$ cat src/sv/vpf_pkg.sv
// Shared types, constants and sizes of the video payload fragmenter.
package vpf_pkg;

    localparam int HEADER_BYTES     = 42;
    localparam int FRAME_BYTES_MAX  = 131072;
    localparam int CONFIG_BYTES_MAX = 16384;

    // Field and state widths.
    localparam int CNT_W     = 18;
    localparam int OFF_W     = 17;
    localparam int LEN_W     = 16;
    localparam int REG_W     = 16;
    localparam int TB_W      = 8;
    localparam int FRM_LEN_W = $clog2(FRAME_BYTES_MAX + 1);
    localparam int FRM_POS_W = $clog2(FRAME_BYTES_MAX);
    localparam int CFG_LEN_W = $clog2(CONFIG_BYTES_MAX + 1);

    // Step counter of the remainder unit, one step per dividend bit.
    localparam int REM_STEP_W = $clog2(REG_W);

    // Queue between classifier and executor.
    localparam int Q_DEPTH = 2;
    localparam int Q_PTR_W = $clog2(Q_DEPTH);
    localparam int Q_CNT_W = $clog2(Q_DEPTH + 1);

    // Payload sizing.
    localparam int HDR_OVERHEAD        = 6;
    localparam int MIN_PAYLOAD         = 7;
    localparam int DEFAULT_MAX_PAYLOAD = 1400;
    localparam int DEFAULT_RESEND      = 16;

    // Fourth header byte codes.
    localparam logic [TB_W-1:0] TB_SINGLE   = 8'h01;
    localparam logic [TB_W-1:0] TB_START    = 8'h40;
    localparam logic [TB_W-1:0] TB_CONT     = 8'h80;
    localparam logic [TB_W-1:0] TB_END      = 8'hC0;
    localparam logic [TB_W-1:0] TB_CFG_FLAG = 8'h10;

    typedef enum logic [1:0] {
        OP_FRAME   = 2'd0,
        OP_HEADER  = 2'd1,
        OP_TABLE   = 2'd2,
        OP_REQUEST = 2'd3
    } t_op;

    typedef enum logic [1:0] {
        SRC_NONE   = 2'd0,
        SRC_CONFIG = 2'd1,
        SRC_FRAME  = 2'd2
    } t_src;

    typedef enum logic [0:0] {
        CFG_MAX_PAYLOAD     = 1'b0,
        CFG_RESEND_INTERVAL = 1'b1
    } t_cfg_idx;

    // One classified command waiting for the executor.
    typedef struct packed {
        t_op                  op;
        logic [FRM_LEN_W-1:0] arg;
    } t_qent;

    // One payload descriptor.
    typedef struct packed {
        t_src              source;
        logic [OFF_W-1:0]  offset;
        logic [LEN_W-1:0]  chunk_len;
        logic [TB_W-1:0]   type_byte;
        logic              marker;
    } t_desc;

    // Status of the remainder unit.
    typedef struct packed {
        logic             busy;
        logic             done;
        logic [REG_W-1:0] rem;
    } t_rem_st;

endpackage

$ cat src/sv/vpf_if.sv
// Channel interfaces of the video payload fragmenter: input, output and configuration.
interface vpf_in_if;
    import vpf_pkg::*;
    logic             valid;
    logic             ready;
    t_op              op;
    logic [CNT_W-1:0] byte_count;
    modport source (output valid, output op, output byte_count, input ready);
    modport sink   (input valid, input op, input byte_count, output ready);
endinterface

interface vpf_out_if;
    import vpf_pkg::*;
    logic              valid;
    logic              ready;
    t_src              src;
    logic [OFF_W-1:0]  offset;
    logic [LEN_W-1:0]  chunk_len;
    logic [TB_W-1:0]   type_byte;
    logic              marker;
    modport source (output valid, output src, output offset, output chunk_len,
                    output type_byte, output marker, input ready);
    modport sink   (input valid, input src, input offset, input chunk_len,
                    input type_byte, input marker, output ready);
endinterface

interface vpf_cfg_if;
    import vpf_pkg::*;
    logic             valid;
    logic             ready;
    t_cfg_idx         index;
    logic [REG_W-1:0] data;
    modport source (output valid, output index, output data, input ready);
    modport sink   (input valid, input index, input data, output ready);
endinterface

$ cat src/sv/vpf_remu.sv
// Iterative remainder unit: one quotient bit per cycle.
module vpf_remu (
    input  logic                      i_clk,
    input  logic                      i_rst_n,
    input  logic                      i_start,
    input  logic [vpf_pkg::REG_W-1:0] i_dividend,
    input  logic [vpf_pkg::REG_W-1:0] i_divisor,
    output vpf_pkg::t_rem_st          o_st
);
    import vpf_pkg::*;

    logic                  r_busy;
    logic                  r_done;
    logic [REM_STEP_W-1:0] r_step;
    logic [REG_W-1:0]      r_rem;
    logic [REG_W-1:0]      r_dvd;
    logic [REG_W-1:0]      r_div;

    logic                  n_busy;
    logic                  n_done;
    logic [REM_STEP_W-1:0] n_step;
    logic [REG_W-1:0]      n_rem;
    logic [REG_W-1:0]      n_dvd;
    logic [REG_W-1:0]      n_div;
    logic [REG_W:0]        trial;

    always_comb begin
        n_busy = r_busy;
        n_done = 1'b0;
        n_step = r_step;
        n_rem  = r_rem;
        n_dvd  = r_dvd;
        n_div  = r_div;
        trial  = {r_rem, r_dvd[REG_W-1]};
        if (i_start) begin
            n_busy = 1'b1;
            n_step = '0;
            n_rem  = '0;
            n_dvd  = i_dividend;
            n_div  = i_divisor;
        end else if (r_busy) begin
            if (trial >= {1'b0, r_div}) begin
                trial = trial - {1'b0, r_div};
            end
            n_rem = trial[REG_W-1:0];
            n_dvd = {r_dvd[REG_W-2:0], 1'b0};
            n_step = r_step + 1'b1;
            if (r_step == REM_STEP_W'(REG_W - 1)) begin
                n_busy = 1'b0;
                n_done = 1'b1;
            end
        end
    end

    always_ff @(posedge i_clk) begin
        if (!i_rst_n) begin
            r_busy <= 1'b0;
            r_done <= 1'b0;
            r_step <= '0;
        end else begin
            r_busy <= n_busy;
            r_done <= n_done;
            r_step <= n_step;
        end
        r_rem <= n_rem;
        r_dvd <= n_dvd;
        r_div <= n_div;
    end

    assign o_st.busy = r_busy;
    assign o_st.done = r_done;
    assign o_st.rem  = r_rem;

endmodule

$ cat src/sv/vpf_front.sv
// Front end: accepts input requests, drops bad header loads and saturates lengths.
module vpf_front (
    vpf_in_if.sink                i_in,
    input  logic                  i_full,
    input  logic                  i_hold,
    output logic                  o_push,
    output vpf_pkg::t_qent        o_wdata
);
    import vpf_pkg::*;

    logic [CNT_W-1:0]     cnt;
    logic [CNT_W:0]       tbl_sum;
    logic [FRM_LEN_W-1:0] frm_sat;
    logic [CFG_LEN_W-1:0] tbl_sat;
    logic                 drop;

    always_comb begin
        cnt     = i_in.byte_count;
        tbl_sum = (CNT_W + 1)'(cnt) + (CNT_W + 1)'(HEADER_BYTES);
        frm_sat = (cnt > CNT_W'(FRAME_BYTES_MAX)) ? FRM_LEN_W'(FRAME_BYTES_MAX)
                                                  : FRM_LEN_W'(cnt);
        tbl_sat = (tbl_sum > (CNT_W + 1)'(CONFIG_BYTES_MAX)) ? CFG_LEN_W'(CONFIG_BYTES_MAX)
                                                             : CFG_LEN_W'(tbl_sum);
        drop    = (i_in.op == OP_HEADER) && (cnt != CNT_W'(HEADER_BYTES));

        o_wdata.op = i_in.op;
        case (i_in.op)
            OP_FRAME: o_wdata.arg = frm_sat;
            OP_TABLE: o_wdata.arg = FRM_LEN_W'(tbl_sat);
            default:  o_wdata.arg = '0;
        endcase
    end

    assign i_in.ready = !i_full && !i_hold;
    assign o_push     = i_in.valid && i_in.ready && !drop;

endmodule

$ cat src/sv/vpf_queue.sv
// Short command queue between the front end and the executor.
module vpf_queue (
    input  logic                 i_clk,
    input  logic                 i_rst_n,
    input  logic                 i_push,
    input  vpf_pkg::t_qent       i_wdata,
    output logic                 o_full,
    input  logic                 i_pop,
    output logic                 o_valid,
    output vpf_pkg::t_qent       o_rdata
);
    import vpf_pkg::*;

    t_qent              r_mem [Q_DEPTH];
    logic [Q_PTR_W-1:0] r_wr_ptr;
    logic [Q_PTR_W-1:0] r_rd_ptr;
    logic [Q_CNT_W-1:0] r_count;

    logic [Q_CNT_W-1:0] n_count;

    always_comb begin
        n_count = r_count;
        if (i_push && !i_pop) begin
            n_count = r_count + 1'b1;
        end else if (!i_push && i_pop) begin
            n_count = r_count - 1'b1;
        end
    end

    always_ff @(posedge i_clk) begin
        if (!i_rst_n) begin
            r_wr_ptr <= '0;
            r_rd_ptr <= '0;
            r_count  <= '0;
        end else begin
            r_count <= n_count;
            if (i_push) begin
                r_wr_ptr <= r_wr_ptr + 1'b1;
            end
            if (i_pop) begin
                r_rd_ptr <= r_rd_ptr + 1'b1;
            end
        end
        if (i_push) begin
            r_mem[r_wr_ptr] <= i_wdata;
        end
    end

    assign o_full  = (r_count == Q_CNT_W'(Q_DEPTH));
    assign o_valid = (r_count != '0);
    assign o_rdata = r_mem[r_rd_ptr];

endmodule

$ cat src/sv/vpf_back.sv
// Executor: keeps config and frame positions and emits one descriptor per packet request.
module vpf_back (
    input  logic                      i_clk,
    input  logic                      i_rst_n,
    input  logic                      i_q_valid,
    input  vpf_pkg::t_qent            i_q,
    output logic                      o_q_pop,
    input  logic [vpf_pkg::LEN_W-1:0] i_room,
    input  logic [vpf_pkg::REG_W-1:0] i_iv,
    input  vpf_pkg::t_rem_st          i_rem,
    output logic [vpf_pkg::REG_W-1:0] o_frame_counter,
    vpf_out_if.source                 o_out
);
    import vpf_pkg::*;

    logic [CFG_LEN_W-1:0] r_cfg_len;
    logic [CFG_LEN_W-1:0] r_cfg_pos;
    logic                 r_cfg_sent;
    logic [FRM_LEN_W-1:0] r_frm_len;
    logic [FRM_POS_W-1:0] r_frm_pos;
    logic [REG_W-1:0]     r_fcnt;
    logic [REG_W-1:0]     r_resid;
    logic                 r_out_valid;
    t_desc                r_out;

    logic [CFG_LEN_W-1:0] n_cfg_len;
    logic [CFG_LEN_W-1:0] n_cfg_pos;
    logic                 n_cfg_sent;
    logic [FRM_LEN_W-1:0] n_frm_len;
    logic [FRM_POS_W-1:0] n_frm_pos;
    logic [REG_W-1:0]     n_fcnt;
    logic [REG_W-1:0]     n_resid;
    logic                 n_out_valid;
    t_desc                n_out;

    logic                 use_cfg;
    logic [FRM_LEN_W-1:0] sel_total;
    logic [FRM_POS_W-1:0] sel_pos;
    logic [FRM_LEN_W-1:0] remain;
    logic                 last;
    logic [LEN_W-1:0]     cut_len;
    logic [FRM_POS_W-1:0] pos_adv;
    logic [TB_W-1:0]      code;
    logic [REG_W:0]       resid_inc;
    logic [REG_W-1:0]     resid_next;

    // Chunk cut, shared between the config block and the frame.
    always_comb begin
        use_cfg   = !r_cfg_sent || (r_cfg_pos != '0);
        sel_total = use_cfg ? FRM_LEN_W'(r_cfg_len) : r_frm_len;
        sel_pos   = use_cfg ? FRM_POS_W'(r_cfg_pos) : r_frm_pos;
        remain    = (sel_total > FRM_LEN_W'(sel_pos)) ? sel_total - FRM_LEN_W'(sel_pos) : '0;
        last      = remain <= FRM_LEN_W'(i_room);
        cut_len   = last ? remain[LEN_W-1:0] : i_room;
        pos_adv   = sel_pos + FRM_POS_W'(i_room);
        if (sel_pos != '0) begin
            code = last ? TB_END : TB_CONT;
        end else begin
            code = last ? TB_SINGLE : TB_START;
        end
    end

    // Residue of the frame counter by the resend interval.
    always_comb begin
        resid_inc = {1'b0, r_resid} + 1'b1;
        if (&r_fcnt) begin
            resid_next = '0;
        end else if (resid_inc == {1'b0, i_iv}) begin
            resid_next = '0;
        end else begin
            resid_next = resid_inc[REG_W-1:0];
        end
    end

    assign o_q_pop = i_q_valid && !i_rem.busy && !i_rem.done &&
                     ((i_q.op != OP_REQUEST) || !r_out_valid || o_out.ready);

    always_comb begin
        n_cfg_len  = r_cfg_len;
        n_cfg_pos  = r_cfg_pos;
        n_cfg_sent = r_cfg_sent;
        n_frm_len  = r_frm_len;
        n_frm_pos  = r_frm_pos;
        n_fcnt     = r_fcnt;
        n_resid    = r_resid;
        n_out      = r_out;
        n_out_valid = r_out_valid && !o_out.ready;

        if (i_rem.done) begin
            n_resid = i_rem.rem;
        end

        if (o_q_pop) begin
            case (i_q.op)
                OP_FRAME: begin
                    n_frm_len = i_q.arg;
                    n_frm_pos = '0;
                    n_fcnt    = r_fcnt + 1'b1;
                    n_resid   = resid_next;
                    if (resid_next == '0) begin
                        n_cfg_sent = 1'b0;
                    end
                end
                OP_HEADER: begin
                    if (r_cfg_len == '0) begin
                        n_cfg_len = CFG_LEN_W'(HEADER_BYTES);
                    end
                    n_cfg_pos  = '0;
                    n_cfg_sent = 1'b0;
                end
                OP_TABLE: begin
                    n_cfg_len  = i_q.arg[CFG_LEN_W-1:0];
                    n_cfg_pos  = '0;
                    n_cfg_sent = 1'b0;
                end
                OP_REQUEST: begin
                    n_out_valid     = 1'b1;
                    n_out.source    = SRC_NONE;
                    n_out.offset    = '0;
                    n_out.chunk_len = '0;
                    n_out.type_byte = '0;
                    n_out.marker    = 1'b0;
                    if (use_cfg) begin
                        n_out.source    = SRC_CONFIG;
                        n_out.offset    = OFF_W'(r_cfg_pos);
                        n_out.chunk_len = cut_len;
                        n_out.type_byte = code | TB_CFG_FLAG;
                        // A finishing cut always brings the position back to zero.
                        if (last) begin
                            n_cfg_sent = 1'b1;
                            n_cfg_pos  = '0;
                        end else begin
                            n_cfg_pos = CFG_LEN_W'(pos_adv);
                        end
                    end else if (r_frm_len != '0) begin
                        n_out.source    = SRC_FRAME;
                        n_out.offset    = OFF_W'(r_frm_pos);
                        n_out.chunk_len = cut_len;
                        n_out.type_byte = code;
                        if (last) begin
                            n_out.marker = 1'b1;
                            n_frm_len    = '0;
                            n_frm_pos    = '0;
                        end else begin
                            n_frm_pos = pos_adv;
                        end
                    end
                end
                default: begin
                    n_out_valid = r_out_valid && !o_out.ready;
                end
            endcase
        end
    end

    always_ff @(posedge i_clk) begin
        if (!i_rst_n) begin
            r_cfg_len   <= '0;
            r_cfg_pos   <= '0;
            r_cfg_sent  <= 1'b0;
            r_frm_len   <= '0;
            r_frm_pos   <= '0;
            r_fcnt      <= '0;
            r_resid     <= '0;
            r_out_valid <= 1'b0;
        end else begin
            r_cfg_len   <= n_cfg_len;
            r_cfg_pos   <= n_cfg_pos;
            r_cfg_sent  <= n_cfg_sent;
            r_frm_len   <= n_frm_len;
            r_frm_pos   <= n_frm_pos;
            r_fcnt      <= n_fcnt;
            r_resid     <= n_resid;
            r_out_valid <= n_out_valid;
        end
        r_out <= n_out;
    end

    assign o_frame_counter = r_fcnt;
    assign o_out.valid     = r_out_valid;
    assign o_out.src       = r_out.source;
    assign o_out.offset    = r_out.offset;
    assign o_out.chunk_len = r_out.chunk_len;
    assign o_out.type_byte = r_out.type_byte;
    assign o_out.marker    = r_out.marker;

    a_cfg_pos_inside: assert property (@(posedge i_clk) disable iff (!i_rst_n)
        (r_cfg_pos != '0) |-> (r_cfg_pos < r_cfg_len))
        else $error("config read position beyond config length");

    a_frm_pos_inside: assert property (@(posedge i_clk) disable iff (!i_rst_n)
        (r_frm_pos != '0) |-> (FRM_LEN_W'(r_frm_pos) < r_frm_len))
        else $error("frame read position beyond frame length");

    a_resid_range: assert property (@(posedge i_clk) disable iff (!i_rst_n)
        (!i_rem.busy && !i_rem.done) |-> (r_resid < i_iv))
        else $error("frame counter residue out of range");

    a_marker_frame: assert property (@(posedge i_clk) disable iff (!i_rst_n)
        (r_out_valid && r_out.marker) |->
        (r_out.source == SRC_FRAME &&
         (r_out.type_byte == TB_SINGLE || r_out.type_byte == TB_END)))
        else $error("marker on a chunk that does not end a frame");

endmodule

$ cat src/sv/video_payload_fragmenter.sv
// Top level of the video payload fragmenter: config registers, front end, queue and executor.
//
// The block turns frame and config loads into a stream of payload descriptors, one per
// packet request (op 3); loads (ops 0 to 2) produce no descriptor. The front end takes one
// request per clock while the queue is not full and no resend_interval write holds it off,
// drops header loads of the wrong length, saturates lengths and puts the command into a
// two-entry queue. The executor pops one command per clock unless the remainder unit is
// busy or done or, for a request, an earlier descriptor still waits on the output and is
// not taken; it updates the config and frame read positions and writes the descriptor
// into an output register, so a descriptor passes the queue and then that register.
// Writing resend_interval starts a remainder unit that works out the frame count modulo
// the new interval one bit per cycle: the input is held off in the cycle of that write and
// while the unit is busy, and the executor waits while it is busy and while the new
// residue is loaded. Writes of max_payload take effect at once. The configuration channel
// is always ready and is meant to be used only while the block is idle.
module video_payload_fragmenter (
    input  logic      i_clk,
    input  logic      i_rst_n,
    vpf_in_if.sink    i_in,
    vpf_out_if.source o_out,
    vpf_cfg_if.sink   i_cfg
);
    import vpf_pkg::*;

    // Effective chunk room (max_payload clamped below, minus the header) and interval.
    logic [LEN_W-1:0] r_room;
    logic [REG_W-1:0] r_iv;

    logic [LEN_W-1:0] n_room;
    logic [REG_W-1:0] n_iv;
    logic             cfg_wr;
    logic             rem_start;
    logic [REG_W-1:0] clamp_mp;

    logic             q_push;
    t_qent            q_wdata;
    logic             q_full;
    logic             q_pop;
    logic             q_valid;
    t_qent            q_rdata;
    t_rem_st          rem_st;
    logic [REG_W-1:0] frame_counter;

    assign i_cfg.ready = 1'b1;
    assign cfg_wr      = i_cfg.valid && i_cfg.ready;
    assign rem_start   = cfg_wr && (i_cfg.index == CFG_RESEND_INTERVAL);

    always_comb begin
        n_room   = r_room;
        n_iv     = r_iv;
        clamp_mp = (i_cfg.data < REG_W'(MIN_PAYLOAD)) ? REG_W'(MIN_PAYLOAD) : i_cfg.data;
        if (cfg_wr) begin
            case (i_cfg.index)
                CFG_MAX_PAYLOAD: begin
                    n_room = LEN_W'(clamp_mp - REG_W'(HDR_OVERHEAD));
                end
                CFG_RESEND_INTERVAL: begin
                    // An interval of zero behaves as one.
                    n_iv = (i_cfg.data == '0) ? REG_W'(1) : i_cfg.data;
                end
                default: begin
                    n_room = r_room;
                end
            endcase
        end
    end

    always_ff @(posedge i_clk) begin
        if (!i_rst_n) begin
            r_room <= LEN_W'(DEFAULT_MAX_PAYLOAD - HDR_OVERHEAD);
            r_iv   <= REG_W'(DEFAULT_RESEND);
        end else begin
            r_room <= n_room;
            r_iv   <= n_iv;
        end
    end

    vpf_front u_front (
        .i_in    (i_in),
        .i_full  (q_full),
        .i_hold  (rem_st.busy || rem_start),
        .o_push  (q_push),
        .o_wdata (q_wdata)
    );

    vpf_queue u_queue (
        .i_clk   (i_clk),
        .i_rst_n (i_rst_n),
        .i_push  (q_push),
        .i_wdata (q_wdata),
        .o_full  (q_full),
        .i_pop   (q_pop),
        .o_valid (q_valid),
        .o_rdata (q_rdata)
    );

    vpf_remu u_remu (
        .i_clk      (i_clk),
        .i_rst_n    (i_rst_n),
        .i_start    (rem_start),
        .i_dividend (frame_counter),
        .i_divisor  (n_iv),
        .o_st       (rem_st)
    );

    vpf_back u_back (
        .i_clk           (i_clk),
        .i_rst_n         (i_rst_n),
        .i_q_valid       (q_valid),
        .i_q             (q_rdata),
        .o_q_pop         (q_pop),
        .i_room          (r_room),
        .i_iv            (r_iv),
        .i_rem           (rem_st),
        .o_frame_counter (frame_counter),
        .o_out           (o_out)
    );

endmodule
$ cat src/flat_wrapper.sv
// flat-port wrapper written by rule: the top's interface ports become plain ports
module video_payload_fragmenter_flat import vpf_pkg::*;
  (i_clk, i_rst_n, i_in_valid, i_in_op, i_in_byte_count, i_in_ready, o_out_valid, o_out_src, o_out_offset, o_out_chunk_len, o_out_type_byte, o_out_marker, o_out_ready, i_cfg_valid, i_cfg_index, i_cfg_data, i_cfg_ready);
  vpf_in_if i_in_i ();
  vpf_out_if o_out_i ();
  vpf_cfg_if i_cfg_i ();
  input  logic i_clk;
  input  logic i_rst_n;
  input wire logic [$bits(i_in_i.valid)-1:0] i_in_valid;
  input wire logic [$bits(i_in_i.op)-1:0] i_in_op;
  input wire logic [$bits(i_in_i.byte_count)-1:0] i_in_byte_count;
  output wire logic [$bits(i_in_i.ready)-1:0] i_in_ready;
  output wire logic [$bits(o_out_i.valid)-1:0] o_out_valid;
  output wire logic [$bits(o_out_i.src)-1:0] o_out_src;
  output wire logic [$bits(o_out_i.offset)-1:0] o_out_offset;
  output wire logic [$bits(o_out_i.chunk_len)-1:0] o_out_chunk_len;
  output wire logic [$bits(o_out_i.type_byte)-1:0] o_out_type_byte;
  output wire logic [$bits(o_out_i.marker)-1:0] o_out_marker;
  input wire logic [$bits(o_out_i.ready)-1:0] o_out_ready;
  input wire logic [$bits(i_cfg_i.valid)-1:0] i_cfg_valid;
  input wire logic [$bits(i_cfg_i.index)-1:0] i_cfg_index;
  input wire logic [$bits(i_cfg_i.data)-1:0] i_cfg_data;
  output wire logic [$bits(i_cfg_i.ready)-1:0] i_cfg_ready;
  assign i_in_i.valid = i_in_valid;
  assign i_in_i.op = i_in_op;
  assign i_in_i.byte_count = i_in_byte_count;
  assign i_in_ready = i_in_i.ready;
  assign o_out_valid = o_out_i.valid;
  assign o_out_src = o_out_i.src;
  assign o_out_offset = o_out_i.offset;
  assign o_out_chunk_len = o_out_i.chunk_len;
  assign o_out_type_byte = o_out_i.type_byte;
  assign o_out_marker = o_out_i.marker;
  assign o_out_i.ready = o_out_ready;
  assign i_cfg_i.valid = i_cfg_valid;
  assign i_cfg_i.index = i_cfg_index;
  assign i_cfg_i.data = i_cfg_data;
  assign i_cfg_ready = i_cfg_i.ready;
  video_payload_fragmenter u_core (.i_clk(i_clk), .i_rst_n(i_rst_n), .i_in(i_in_i), .o_out(o_out_i), .i_cfg(i_cfg_i));
endmodule
$ cat config.mk
export PLATFORM = sky130hd
export DESIGN_NAME = video_payload_fragmenter_flat
export DESIGN_NICKNAME = d
export VERILOG_FILES = /design/src/sv/vpf_pkg.sv /design/src/sv/vpf_if.sv /design/src/sv/vpf_remu.sv /design/src/sv/vpf_front.sv /design/src/sv/vpf_queue.sv /design/src/sv/vpf_back.sv /design/src/sv/video_payload_fragmenter.sv /design/src/flat_wrapper.sv
export SDC_FILE = /design/constraint.sdc
export NUM_CORES = 1
export LEC_CHECK = 0
export BUFFER_PORTS_ARGS = -buffer_cell sky130_fd_sc_hd__buf_2
export CAP_MARGIN = 20
export CORE_MARGIN = 1
export CORE_UTILIZATION = 35
export CTS_CLUSTER_SIZE = 40
export DETAILED_ROUTE_END_ITERATION = 6
export GPL_TIMING_DRIVEN = 1
export PLACE_DENSITY = 0.61
export SYNTH_ARGS = -nofsm -noshare
export SYNTH_HDL_FRONTEND = slang
export SYNTH_SLANG_ARGS = --single-unit
$ cat constraint.sdc
create_clock -name i_clk -period 9.2 [get_ports i_clk]
set_clock_uncertainty 0.1 [all_clocks]
set_input_delay 0.92 -clock i_clk [delete_from_list [all_inputs] [get_ports i_clk]]
set_output_delay 0.92 -clock i_clk [all_outputs]
set_load 0.01 [all_outputs]
==> results.sh, run 1 <==
export IMPL_syn_mean_instance_area_um2=9.22
export IMPL_fill_cells=4347
export IMPL_grt_max_degree=77
export IMPL_syn_inst=1687
export IMPL_hpwl_mm=31.3
export IMPL_critPathKind="register to register"
export IMPL_p_per_area_nw_per_um2=270
export IMPL_synth_top_area_share=0.214
export IMPL_synthTopCellsByArea="edfxtp_1 21%, dfxtp_1 20%, ha_1 6.1%, nand2_1 4.2%, a21oi_1 3.9%"
export IMPL_multi_input_area_um2=8360
export IMPL_core_area_um2=43500
export IMPL_ys_ff_latch=269
export IMPL_grt_setup_unrepaired="no"
export IMPL_synth_top_area_cell="edfxtp_1"
export IMPL_yosysWarnings=0
export IMPL_drt_first_iter_violations=770
export IMPL_synth_xor_xnor_area_share=0.0487
export IMPL_insertion_delay_ns=0.57
export IMPL_wirelength_mm=42.1
export IMPL_initial_core_util=0.358
export IMPL_vias_per_cell=5.35
export IMPL_required_ns=9.37
export IMPL_num_rows=76
export IMPL_p_leak_nw=7.03
export IMPL_fin_tns_setup_ns=0
export IMPL_gp_congestion=0.909
export IMPL_fin_util=0.402
export IMPL_area_growth_pct=12.3
export IMPL_worstPathArrival_ns=7.81
export IMPL_antenna_cells=0
export IMPL_cts_tree="built"
export IMPL_slew_viol_final=0
export IMPL_finalHoldViolations=0
export IMPL_drive_above_1_share=0.118
export IMPL_dr_pass1_iters=5
export IMPL_synthSimpleGateAreaFrac=0.196
export IMPL_async_flop_share=0
export IMPL_wire_per_inst_um=18.0
export IMPL_worst_pin_slew_ns=1.09
export IMPL_cts_path_max_buffers=3
export IMPL_antenna_found_initial=2
export IMPL_synth_edf_count=111
export IMPL_cts_sinks=269
export IMPL_grt_pass1_vias=11900
export IMPL_overflow=0
export IMPL_cts_hold_buffers_added=0
export IMPL_drtAntennaViolNets=0
export IMPL_die_area_um2=45300
export IMPL_dieWidth_um=213
export IMPL_route_detailed_drc=0
export IMPL_finalCriticalPeriod_ns=7.64
export IMPL_cts_buffers_inserted=29
export IMPL_regArea_um2=6500
export IMPL_slew_headroom=0.272
export IMPL_synth_top_cells_by_count="175 x nand2_1, 158 x dfxtp_1, 128 x nor2_1"
export IMPL_syn_area_um2=15600
export IMPL_drv_cap=0
export IMPL_synth_compound_area_frac=0.183
export IMPL_cp_cell_sequence="nor4b_1 -> and4_1 -> inv_2 -> mux2_2 -> ha_1 -> nand2_1 -> nor2_1 -> a21oi_1 -> o21bai_1 -> a221o_1 -> a21oi_1 -> buf_4 -> nor3_1 -> ha_1 -> and4_1 -> and4_1 -> a311oi_1 -> a21oi_1 -> a31oi_4 -> buf_4 -> inv_1 -> ha_1 -> nor2b_1"
export IMPL_min_path_type="register to register"
export IMPL_status="finished, final reports clean"
export IMPL_synth_ff_type="dfxtp_1"
export IMPL_netlist_cell_type_count=88
export IMPL_crit_slowest_cell="and4_1"
export IMPL_nNetsFinal=1848
export IMPL_synth_most_common_cell="nand2_1"
export IMPL_cp_max_fo=23
export IMPL_numPortBuffers=83
export IMPL_synthMuxAreaShare=0.0425
export IMPL_dr_total_vias=12500
export IMPL_io_pins=89
export IMPL_end_kind="register"
export IMPL_cts_setup_buffers=0
export IMPL_seq_area_frac_synth=0.418
export IMPL_peakVddDrop_uv=224
export IMPL_fmax_ghz=0.131
export IMPL_grt_pass1_wl_mm=66.5
export IMPL_max_stage_delay_ns=0.95
export IMPL_finalCritPeriodShare=0.830
export IMPL_synth_top_family_by_area="simple AND/OR/NAND/NOR gates"
export IMPL_post_cts_resized=0
export IMPL_synth_fa_ha_area_frac=0.0650
export IMPL_grt_use_total=0.185
export IMPL_path_clk_slew_ns=0.06
export IMPL_finalSetupViolCount=0
export IMPL_htreeDepth=1
export IMPL_fp_dieH_um=213
export IMPL_cts_root_buf="clkbuf_16"
export IMPL_cp_start_kind="register"
## layer usage
| layer | up-vias | routed length [µm] | track usage |
|---|---|---|---|
| li1 | 6228 | - | - |
| met1 | 5965 | 20600 | 0.264 |
| met2 | 263 | 18800 | 0.294 |
| met3 | 45 | 1930 | 0.0256 |
| met4 | 2 | 685 | 0.0414 |
| met5 | - | 9 | 0 |
## worst paths after layout
| kind | cells after the start | endpoint | slack [ns] | startpoint |
|---|---|---|---|---|
| worst max-delay path | 23 | u_core.u_back.o_out.type_byte[6] | 1.56 | u_core.u_back.r_cfg_pos[12] |
| worst min-delay path | 2 | u_core.u_back.r_frm_pos[3] | 0.39 | u_core.u_back.r_frm_pos[3] |
| worst max register to register | 23 | u_core.u_back.o_out.type_byte[6] | 1.56 | u_core.u_back.r_cfg_pos[12] |
| worst min register to register | 2 | u_core.u_back.r_frm_pos[3] | 0.39 | u_core.u_back.r_frm_pos[3] |
## sequential cells by signal, indices dropped and copies added, names as in the netlist, 2 cells and up, named ones only
register                       flops
u_core.u_back.o_out.type_byte      3
u_core.u_back.o_out.chunk_len     16
u_core.u_remu.r_div               16
u_core.u_remu.r_rem               16
u_core.u_queue.r_mem              40
u_core.u_remu.r_dvd               16
u_core.u_remu.r_step               4
u_core.u_back.r_resid             16
u_core.u_queue.r_count             2
u_core.u_back.o_frame_counter     16
u_core.u_back.r_frm_pos           17
u_core.u_back.o_out.src            2
u_core.u_back.r_cfg_pos           15
u_core.r_room                     16
u_core.u_back.r_frm_len           18
u_core.u_back.o_out.offset        17
u_core.u_back.r_cfg_len           15
u_core.r_iv                       16
## area by class of cell
type / count / share of cell area
repair buffers: 97 / 0.0298
flip-flops and latches: 269 / 0.372
multi-input cells: 1247 / 0.478
inverters: 83 / 0.0178
clock buffers: 34 / 0.0443
well taps: 585 / 0.0419
clock inverters: 20 / 0.0159
## logic make-up after synthesis
family | after synthesis
multiplexers | 64
AND/OR/NAND/NOR | 603
XOR/XNOR | 85
flip-flops | 269
AO/OA/AOI/OAI | 411
adder cells (fa/ha/maj) | 79
other | 2
buffers and inverters | 174
## metrics by stage
step / hold WS [ns] / total power, mW / instance area [µm²] / worst slack [ns] / instances
2_1_floorplan: 0.341 / 2.98 / 15600 / 2.69 / 1690
3_3_place_gp: 0.366 / 3.43 / 16400 / 1.84 / 2280
3_5_place_dp: 0.374 / 3.45 / 16400 / 1.85 / 2280
4_1_cts: 0.383 / 4.74 / 17500 / 1.77 / 2334
5_1_grt: 0.395 / 5.01 / 17500 / 1.06 / 2335
6_report: 0.386 / 4.72 / 17500 / 1.56 / 2335
## critical path, delay by kind of cell (launching register included)
family / cells / cell delay [ns]
compound gates: 7 / 1.66
simple gates: 8 / 2.82
buf+inv: 4 / 0.95
fa+ha+maj: 3 / 1.06
mux: 1 / 0.39
flops: 1 / 0.35
## cell usage in the layout (no fill, tap or decap), types with 17 or more instances in the layout
| cell type | count |
|---|---|
| ha_1 | 76 |
| nand2_1 | 175 |
| nor2b_1 | 22 |
| inv_1 | 80 |
| nor4_1 | 28 |
| a211oi_1 | 24 |
| nor3_1 | 39 |
| or3_1 | 17 |
| a21o_1 | 42 |
| edfxtp_1 | 111 |
| dfxtp_1 | 158 |
| o31ai_1 | 19 |
| nand3_1 | 41 |
| nand3b_1 | 18 |
| and2_1 | 17 |
| xnor2_1 | 52 |
| clkbuf_16 | 29 |
| and3_1 | 19 |
| xor2_1 | 32 |
| mux2i_1 | 48 |
| nor2_1 | 128 |
| nand4_1 | 24 |
| o21ai_0 | 61 |
| buf_2 | 83 |
| nand2b_1 | 27 |
| a21oi_1 | 119 |
## power breakdown
| part | internal [mW] | leakage, nW | switching [mW] |
|---|---|---|---|
| clock network | 0.774 | 0.495 | 0.502 |
| registers | 1.42 | 2.33 | 0.0788 |
| logic | 0.753 | 4.20 | 1.20 |
Power figures use the tool's default switching activity.
==> inputs of run 2 (changes only) <==
==> constraint.sdc (replaced) <==
create_clock -name i_clk -period 7.1 [get_ports i_clk]
set_clock_uncertainty 0.1 [all_clocks]
set_input_delay 0.71 -clock i_clk [delete_from_list [all_inputs] [get_ports i_clk]]
set_output_delay 0.71 -clock i_clk [all_outputs]
set_load 0.01 [all_outputs]
==> run 2 against run 1 <==
Against the previous run:
- setup slack worse by 1.2 ns
- clock-buffer cell count grew 9
- global-route usage hardly changed
- non-clock buffer count rose by 2
- hold slack worse by 0.085 ns
- wire length rose by 0.61%
- total power rose by 26%
- sequential cell count unchanged
- utilization fell by 0.27 points
- sequential power is 29% higher
- largest cell class unchanged
==> results.sh, run 2 (same netlist as run 1, synthesis figures left out) <==
export IMPL_status="finished, final reports clean"
export IMPL_grt_max_degree=78
export IMPL_fp_dieH_um=213
export IMPL_finalCriticalPeriod_ns=6.72
export IMPL_crit_family="compound AO/OA/AOI/OAI gates"
export IMPL_dr_pass1_iters=5
export IMPL_post_route_cell_area_um2=17400
export IMPL_insertion_delay_ns=0.57
export IMPL_placedInstanceArea_um2=16400
export IMPL_critPathKind="register to register"
export IMPL_path_clk_slew_ns=0.06
export IMPL_fmax_ghz=0.149
export IMPL_crit_slowest_cell="or4_4"
export IMPL_p_leak_nw=7.00
export IMPL_cts_tree="built"
export IMPL_overflow=0
export IMPL_largestRegisters="u_core.u_queue.r_mem (40), u_core.u_back.r_frm_len (18)"
export IMPL_largest_register="u_core.u_queue.r_mem"
export IMPL_cts_path_max_buffers=3
export IMPL_dieWidth_um=213
export IMPL_peakVddDrop_uv=293
export IMPL_end_kind="register"
export IMPL_cp_cell_sequence="nor4_1 -> and4_4 -> buf_4 -> mux2_2 -> ha_1 -> o21a_1 -> o31a_1 -> or4_4 -> a31oi_1 -> o21ai_1 -> mux2_2 -> a41oi_2 -> ha_1 -> nand4_1 -> nor3_1 -> o21ai_0 -> a311oi_2 -> a21oi_1 -> a31oi_4 -> nand2_1 -> o31ai_1"
export IMPL_io_pins=89
export IMPL_grt_pass1_vias=11800
export IMPL_core_area_um2=43500
export IMPL_critical_path_buf_inv_count=1
export IMPL_die_area_um2=45300
export IMPL_grt_pass1_wl_mm=66.0
export IMPL_wirelength_mm=42.3
export IMPL_drt_first_iter_violations=830
export IMPL_drtAntennaViolNets=0
export IMPL_wire_per_inst_um=18.1
export IMPL_cp_start_kind="register"
export IMPL_cts_sinks=269
export IMPL_finalSetupViolCount=0
export IMPL_nNetsFinal=1850
export IMPL_cts_root_buf="clkbuf_16"
export IMPL_initial_core_util=0.358
export IMPL_route_detailed_drc=0
export IMPL_cts_buffers_inserted=29
export IMPL_max_stage_delay_ns=0.50
export IMPL_holdWs_ns=0.302
export IMPL_vias_per_cell=5.41
export IMPL_finalHoldViolations=0
export IMPL_hpwl_mm=31.2
export IMPL_num_rows=76
export IMPL_worstPathArrival_ns=7.09
export IMPL_slew_viol_final=0
export IMPL_p_per_area_nw_per_um2=344
export IMPL_grt_setup_unrepaired="no"
export IMPL_required_ns=7.47
export IMPL_largest_reg_flops=40
export IMPL_cts_hold_buffers_added=0
export IMPL_numPortBuffers=83
export IMPL_cp_max_fo=14
export IMPL_drv_cap=0
export IMPL_antenna_found_initial=2
export IMPL_slew_headroom=0.271
export IMPL_fin_tns_setup_ns=0
export IMPL_layout_common_cells="175 x nand2_1, 158 x dfxtp_1, 128 x nor2_1"
export IMPL_final_common_cell="nand2_1"
export IMPL_dr_total_vias=12600
export IMPL_worst_pin_slew_ns=1.09
export IMPL_area_growth_pct=11.5
export IMPL_finalCritPeriodShare=0.947
export IMPL_min_path_type="input pin to register"
export IMPL_htreeDepth=1
export IMPL_gp_congestion=0.896
export IMPL_grt_use_total=0.184
export IMPL_cts_setup_buffers=0
export IMPL_drive_above_1_share=0.118
## run 2: cell count changes in the layout (fill, tap and decap cells not counted), sizes merged
cell	change
clkbuf	+9
buf	+2
diode	+1
clkinvlp	-7
clkinv	+4
bufinv	-6
inv	-1
## run 2: what timing repair did
action                                 CTS  global route
endpoints found under the hold margin    0             0
setup endpoints to repair                0            70
resized for setup                        0             6
## run 2: final cells by class
class,instances,area (µm²)
diodes,1,2.50
clock buffers,43,840
clock inverters,10,57.6
fillers,4355,26100
inverters,83,312
multi-input cells,1247,8370
flip-flops and latches,269,6500
well taps,585,732
repair buffers,99,539
## run 2: final timing paths
path	from	end	slack, ns	depth (start not counted)
worst max-delay path	u_core.u_back.r_cfg_pos[1]	u_core.u_back.r_cfg_pos[3]	0.38	21
worst min-delay path	i_cfg_data[0]	u_core.r_room[0]	0.30	3
worst max register to register	u_core.u_back.r_cfg_pos[1]	u_core.u_back.r_cfg_pos[3]	0.38	21
worst min register to register	u_core.u_back.r_frm_pos[3]	u_core.u_back.r_frm_pos[3]	0.39	2
## run 2: tightest hold or removal path, stage by stage
cell and delay (ns):
buf_2 0.09, nor3_1 0.05, nor2_1 0.08
## run 2: through the flow
step	utilization	setup WS [ns]	power, mW	cells
detailed placement	0.378	0.117	4.49	2282
global placement	0.378	0.286	4.44	2282
global route	0.399	0.00216	6.35	2337
finish	0.399	0.376	5.97	2337
floorplan	-	0.592	3.86	1690
CTS	0.399	0.0530	5.95	2335
## run 2: layer usage
metal | part of all wire | track usage | vias up | wire length (µm)
li1 | - | - | 6237 | -
met1 | 0.47 | 0.255 | 6026 | 20000
met3 | 0.054 | 0.0288 | 62 | 2300
met2 | 0.45 | 0.293 | 320 | 18900
met4 | 0.025 | 0.0610 | 2 | 1060
met5 | 0.00021 | 0 | - | 9
## run 2: power breakdown
group	internal (mW)	total (mW)	leakage [nW]	switching (mW)
sequential	1.84	1.94	2.33	0.101
combinational	1.01	2.58	4.21	1.57
clock	0.815	1.45	0.451	0.636
==> inputs of run 3 (changes only) <==
--- a/config.mk
+++ b/config.mk
@@ -9,6 +9,7 @@
 export CAP_MARGIN = 20
 export CORE_MARGIN = 1
 export CORE_UTILIZATION = 35
+export CTS_BUF_LIST = sky130_fd_sc_hd__clkbuf_8
 export CTS_CLUSTER_SIZE = 40
 export DETAILED_ROUTE_END_ITERATION = 6
 export GPL_TIMING_DRIVEN = 1
==> run 3 against run 2 <==
Against the previous run:
- cell area increased by 0.38%
- critical path depth did not move
- setup slack gained 0.0043 ns
- sequential share of layout area is 0.14 points lower
- via count up 0.68%
- clock power barely moved
- clock-buffer cell count is 9 higher
- maximum frequency barely moved
- die area is the same
- cell count grew 1.4%
- critical path type unchanged
==> results.sh, run 3 (same netlist as run 1, synthesis figures left out) <==
export IMPL_status="finished, final reports clean"
export IMPL_dr_pass1_iters=5
export IMPL_regArea_um2=6500
export IMPL_cts_setup_buffers=0
export IMPL_hpwl_mm=31.2
export IMPL_fill_cells=4386
export IMPL_multi_input_area_um2=8380
export IMPL_gp_congestion=0.896
export IMPL_grt_use_total=0.186
export IMPL_largest_reg_flops=40
export IMPL_grt_max_degree=78
export IMPL_antenna_found_initial=2
export IMPL_io_pins=89
export IMPL_holdWs_ns=0.278
export IMPL_finalCriticalPeriod_ns=6.72
export IMPL_num_rows=76
export IMPL_worst_pin_slew_ns=1.11
export IMPL_cts_path_max_buffers=3
export IMPL_p_per_area_nw_per_um2=343
export IMPL_wirelength_mm=42.4
export IMPL_area_growth_pct=12.0
export IMPL_cp_cell_sequence="nor4_1 -> and4_4 -> buf_4 -> mux2_2 -> ha_1 -> o21a_1 -> o31a_1 -> or4_4 -> a31oi_1 -> o21ai_1 -> mux2_2 -> a41oi_2 -> ha_1 -> nand4_1 -> nor3_1 -> o21ai_0 -> a311oi_2 -> a21oi_1 -> a31oi_4 -> nand2_1 -> o31ai_1"
export IMPL_numPortBuffers=83
export IMPL_overflow=0
export IMPL_critical_path_buf_inv_count=1
export IMPL_wire_per_inst_um=17.9
export IMPL_max_stage_delay_ns=0.50
export IMPL_p_leak_nw=7.10
export IMPL_critPathKind="register to register"
export IMPL_largest_register="u_core.u_queue.r_mem"
export IMPL_slew_headroom=0.258
export IMPL_cts_buffers_inserted=46
export IMPL_cts_root_buf="clkbuf_8"
export IMPL_dieWidth_um=213
export IMPL_grt_pass1_wl_mm=66.6
export IMPL_finalCritPeriodShare=0.946
export IMPL_post_cts_resized=0
export IMPL_final_common_cell="nand2_1"
export IMPL_dr_total_vias=12700
export IMPL_required_ns=7.49
export IMPL_crit_slowest_cell="or4_4"
export IMPL_drv_cap=0
export IMPL_cts_sinks=269
export IMPL_peakVddDrop_uv=297
export IMPL_route_detailed_drc=0
export IMPL_initial_core_util=0.358
export IMPL_fin_total_pwr_mw=5.98
export IMPL_insertion_delay_ns=0.59
export IMPL_setup_slack_ns=0.380
export IMPL_finalSetupViolCount=0
export IMPL_vias_per_cell=5.37
export IMPL_slew_viol_final=0
export IMPL_fin_tns_setup_ns=0
export IMPL_cp_start_kind="register"
export IMPL_cp_max_fo=14
export IMPL_post_route_cell_area_um2=17400
export IMPL_htreeDepth=2
export IMPL_layout_common_cells="175 x nand2_1, 158 x dfxtp_1, 128 x nor2_1"
export IMPL_drive_above_1_share=0.126
export IMPL_core_area_um2=43500
export IMPL_crit_family="compound AO/OA/AOI/OAI gates"
export IMPL_drt_first_iter_violations=857
export IMPL_cts_tree="built"
export IMPL_fp_dieH_um=213
export IMPL_die_area_um2=45300
export IMPL_nNetsFinal=1867
export IMPL_path_clk_slew_ns=0.06
export IMPL_worstPathArrival_ns=7.11
export IMPL_min_path_type="input pin to register"
export IMPL_cts_hold_buffers_added=0
export IMPL_placedInstanceArea_um2=16400
export IMPL_fmax_ghz=0.149
export IMPL_end_kind="register"
export IMPL_place_ws_ns=0.117
export IMPL_largestRegisters="u_core.u_queue.r_mem (40), u_core.u_back.r_frm_len (18)"
export IMPL_finalHoldViolations=0
export IMPL_grt_pass1_vias=12000
export IMPL_grt_setup_unrepaired="no"
export IMPL_drtAntennaViolNets=0
[run 3: layout make-up]
class | instances | share of cell area
Sequential cell | 269 | 0.373
Tap cell | 585 | 0.0420
Timing Repair Buffer | 99 | 0.0310
Clock buffer | 52 | 0.0411
Clock inverter | 33 | 0.0139
Multi-Input combinational cell | 1247 | 0.481
Inverter | 83 | 0.0179
Antenna cell | 1 | 0.000144
[run 3: metrics by stage]
stage               utilization  instances
floorplan                     -       1690
global placement          0.378       2282
detailed placement        0.378       2282
CTS                       0.400       2367
global route              0.401       2369
finish                    0.401       2369
[run 3: path summary, 6_finish.rpt]
check,startpoint,end,slack [ns],cells past startpoint
worst max-delay path,u_core.u_back.r_cfg_pos[1],u_core.u_back.r_cfg_pos[3],0.38,21
worst min-delay path,i_cfg_data[0],u_core.r_room[0],0.28,3
worst max register to register,u_core.u_back.r_cfg_pos[1],u_core.u_back.r_cfg_pos[3],0.38,21
worst min register to register,u_core.u_back.r_frm_pos[3],u_core.u_back.r_frm_pos[3],0.38,2
[run 3: power breakdown]
group,switching (mW),internal [mW],total (mW)
logic,1.57,1.01,2.58
registers,0.100,1.84,1.94
clock network,0.649,0.815,1.46
[run 3: tightest hold or removal path, cell delays in order]
cell and delay, ns:
buf_2 0.09, nor3_1 0.05, nor2_1 0.08
[run 3: layer usage]
metal | global-route usage | wire length (µm) | up-vias
met2 | 0.298 | 19100 | 319
li1 | - | - | 6277
met5 | 0 | 9 | -
met4 | 0.0541 | 882 | 2
met3 | 0.0285 | 2330 | 66
met1 | 0.258 | 20100 | 6069
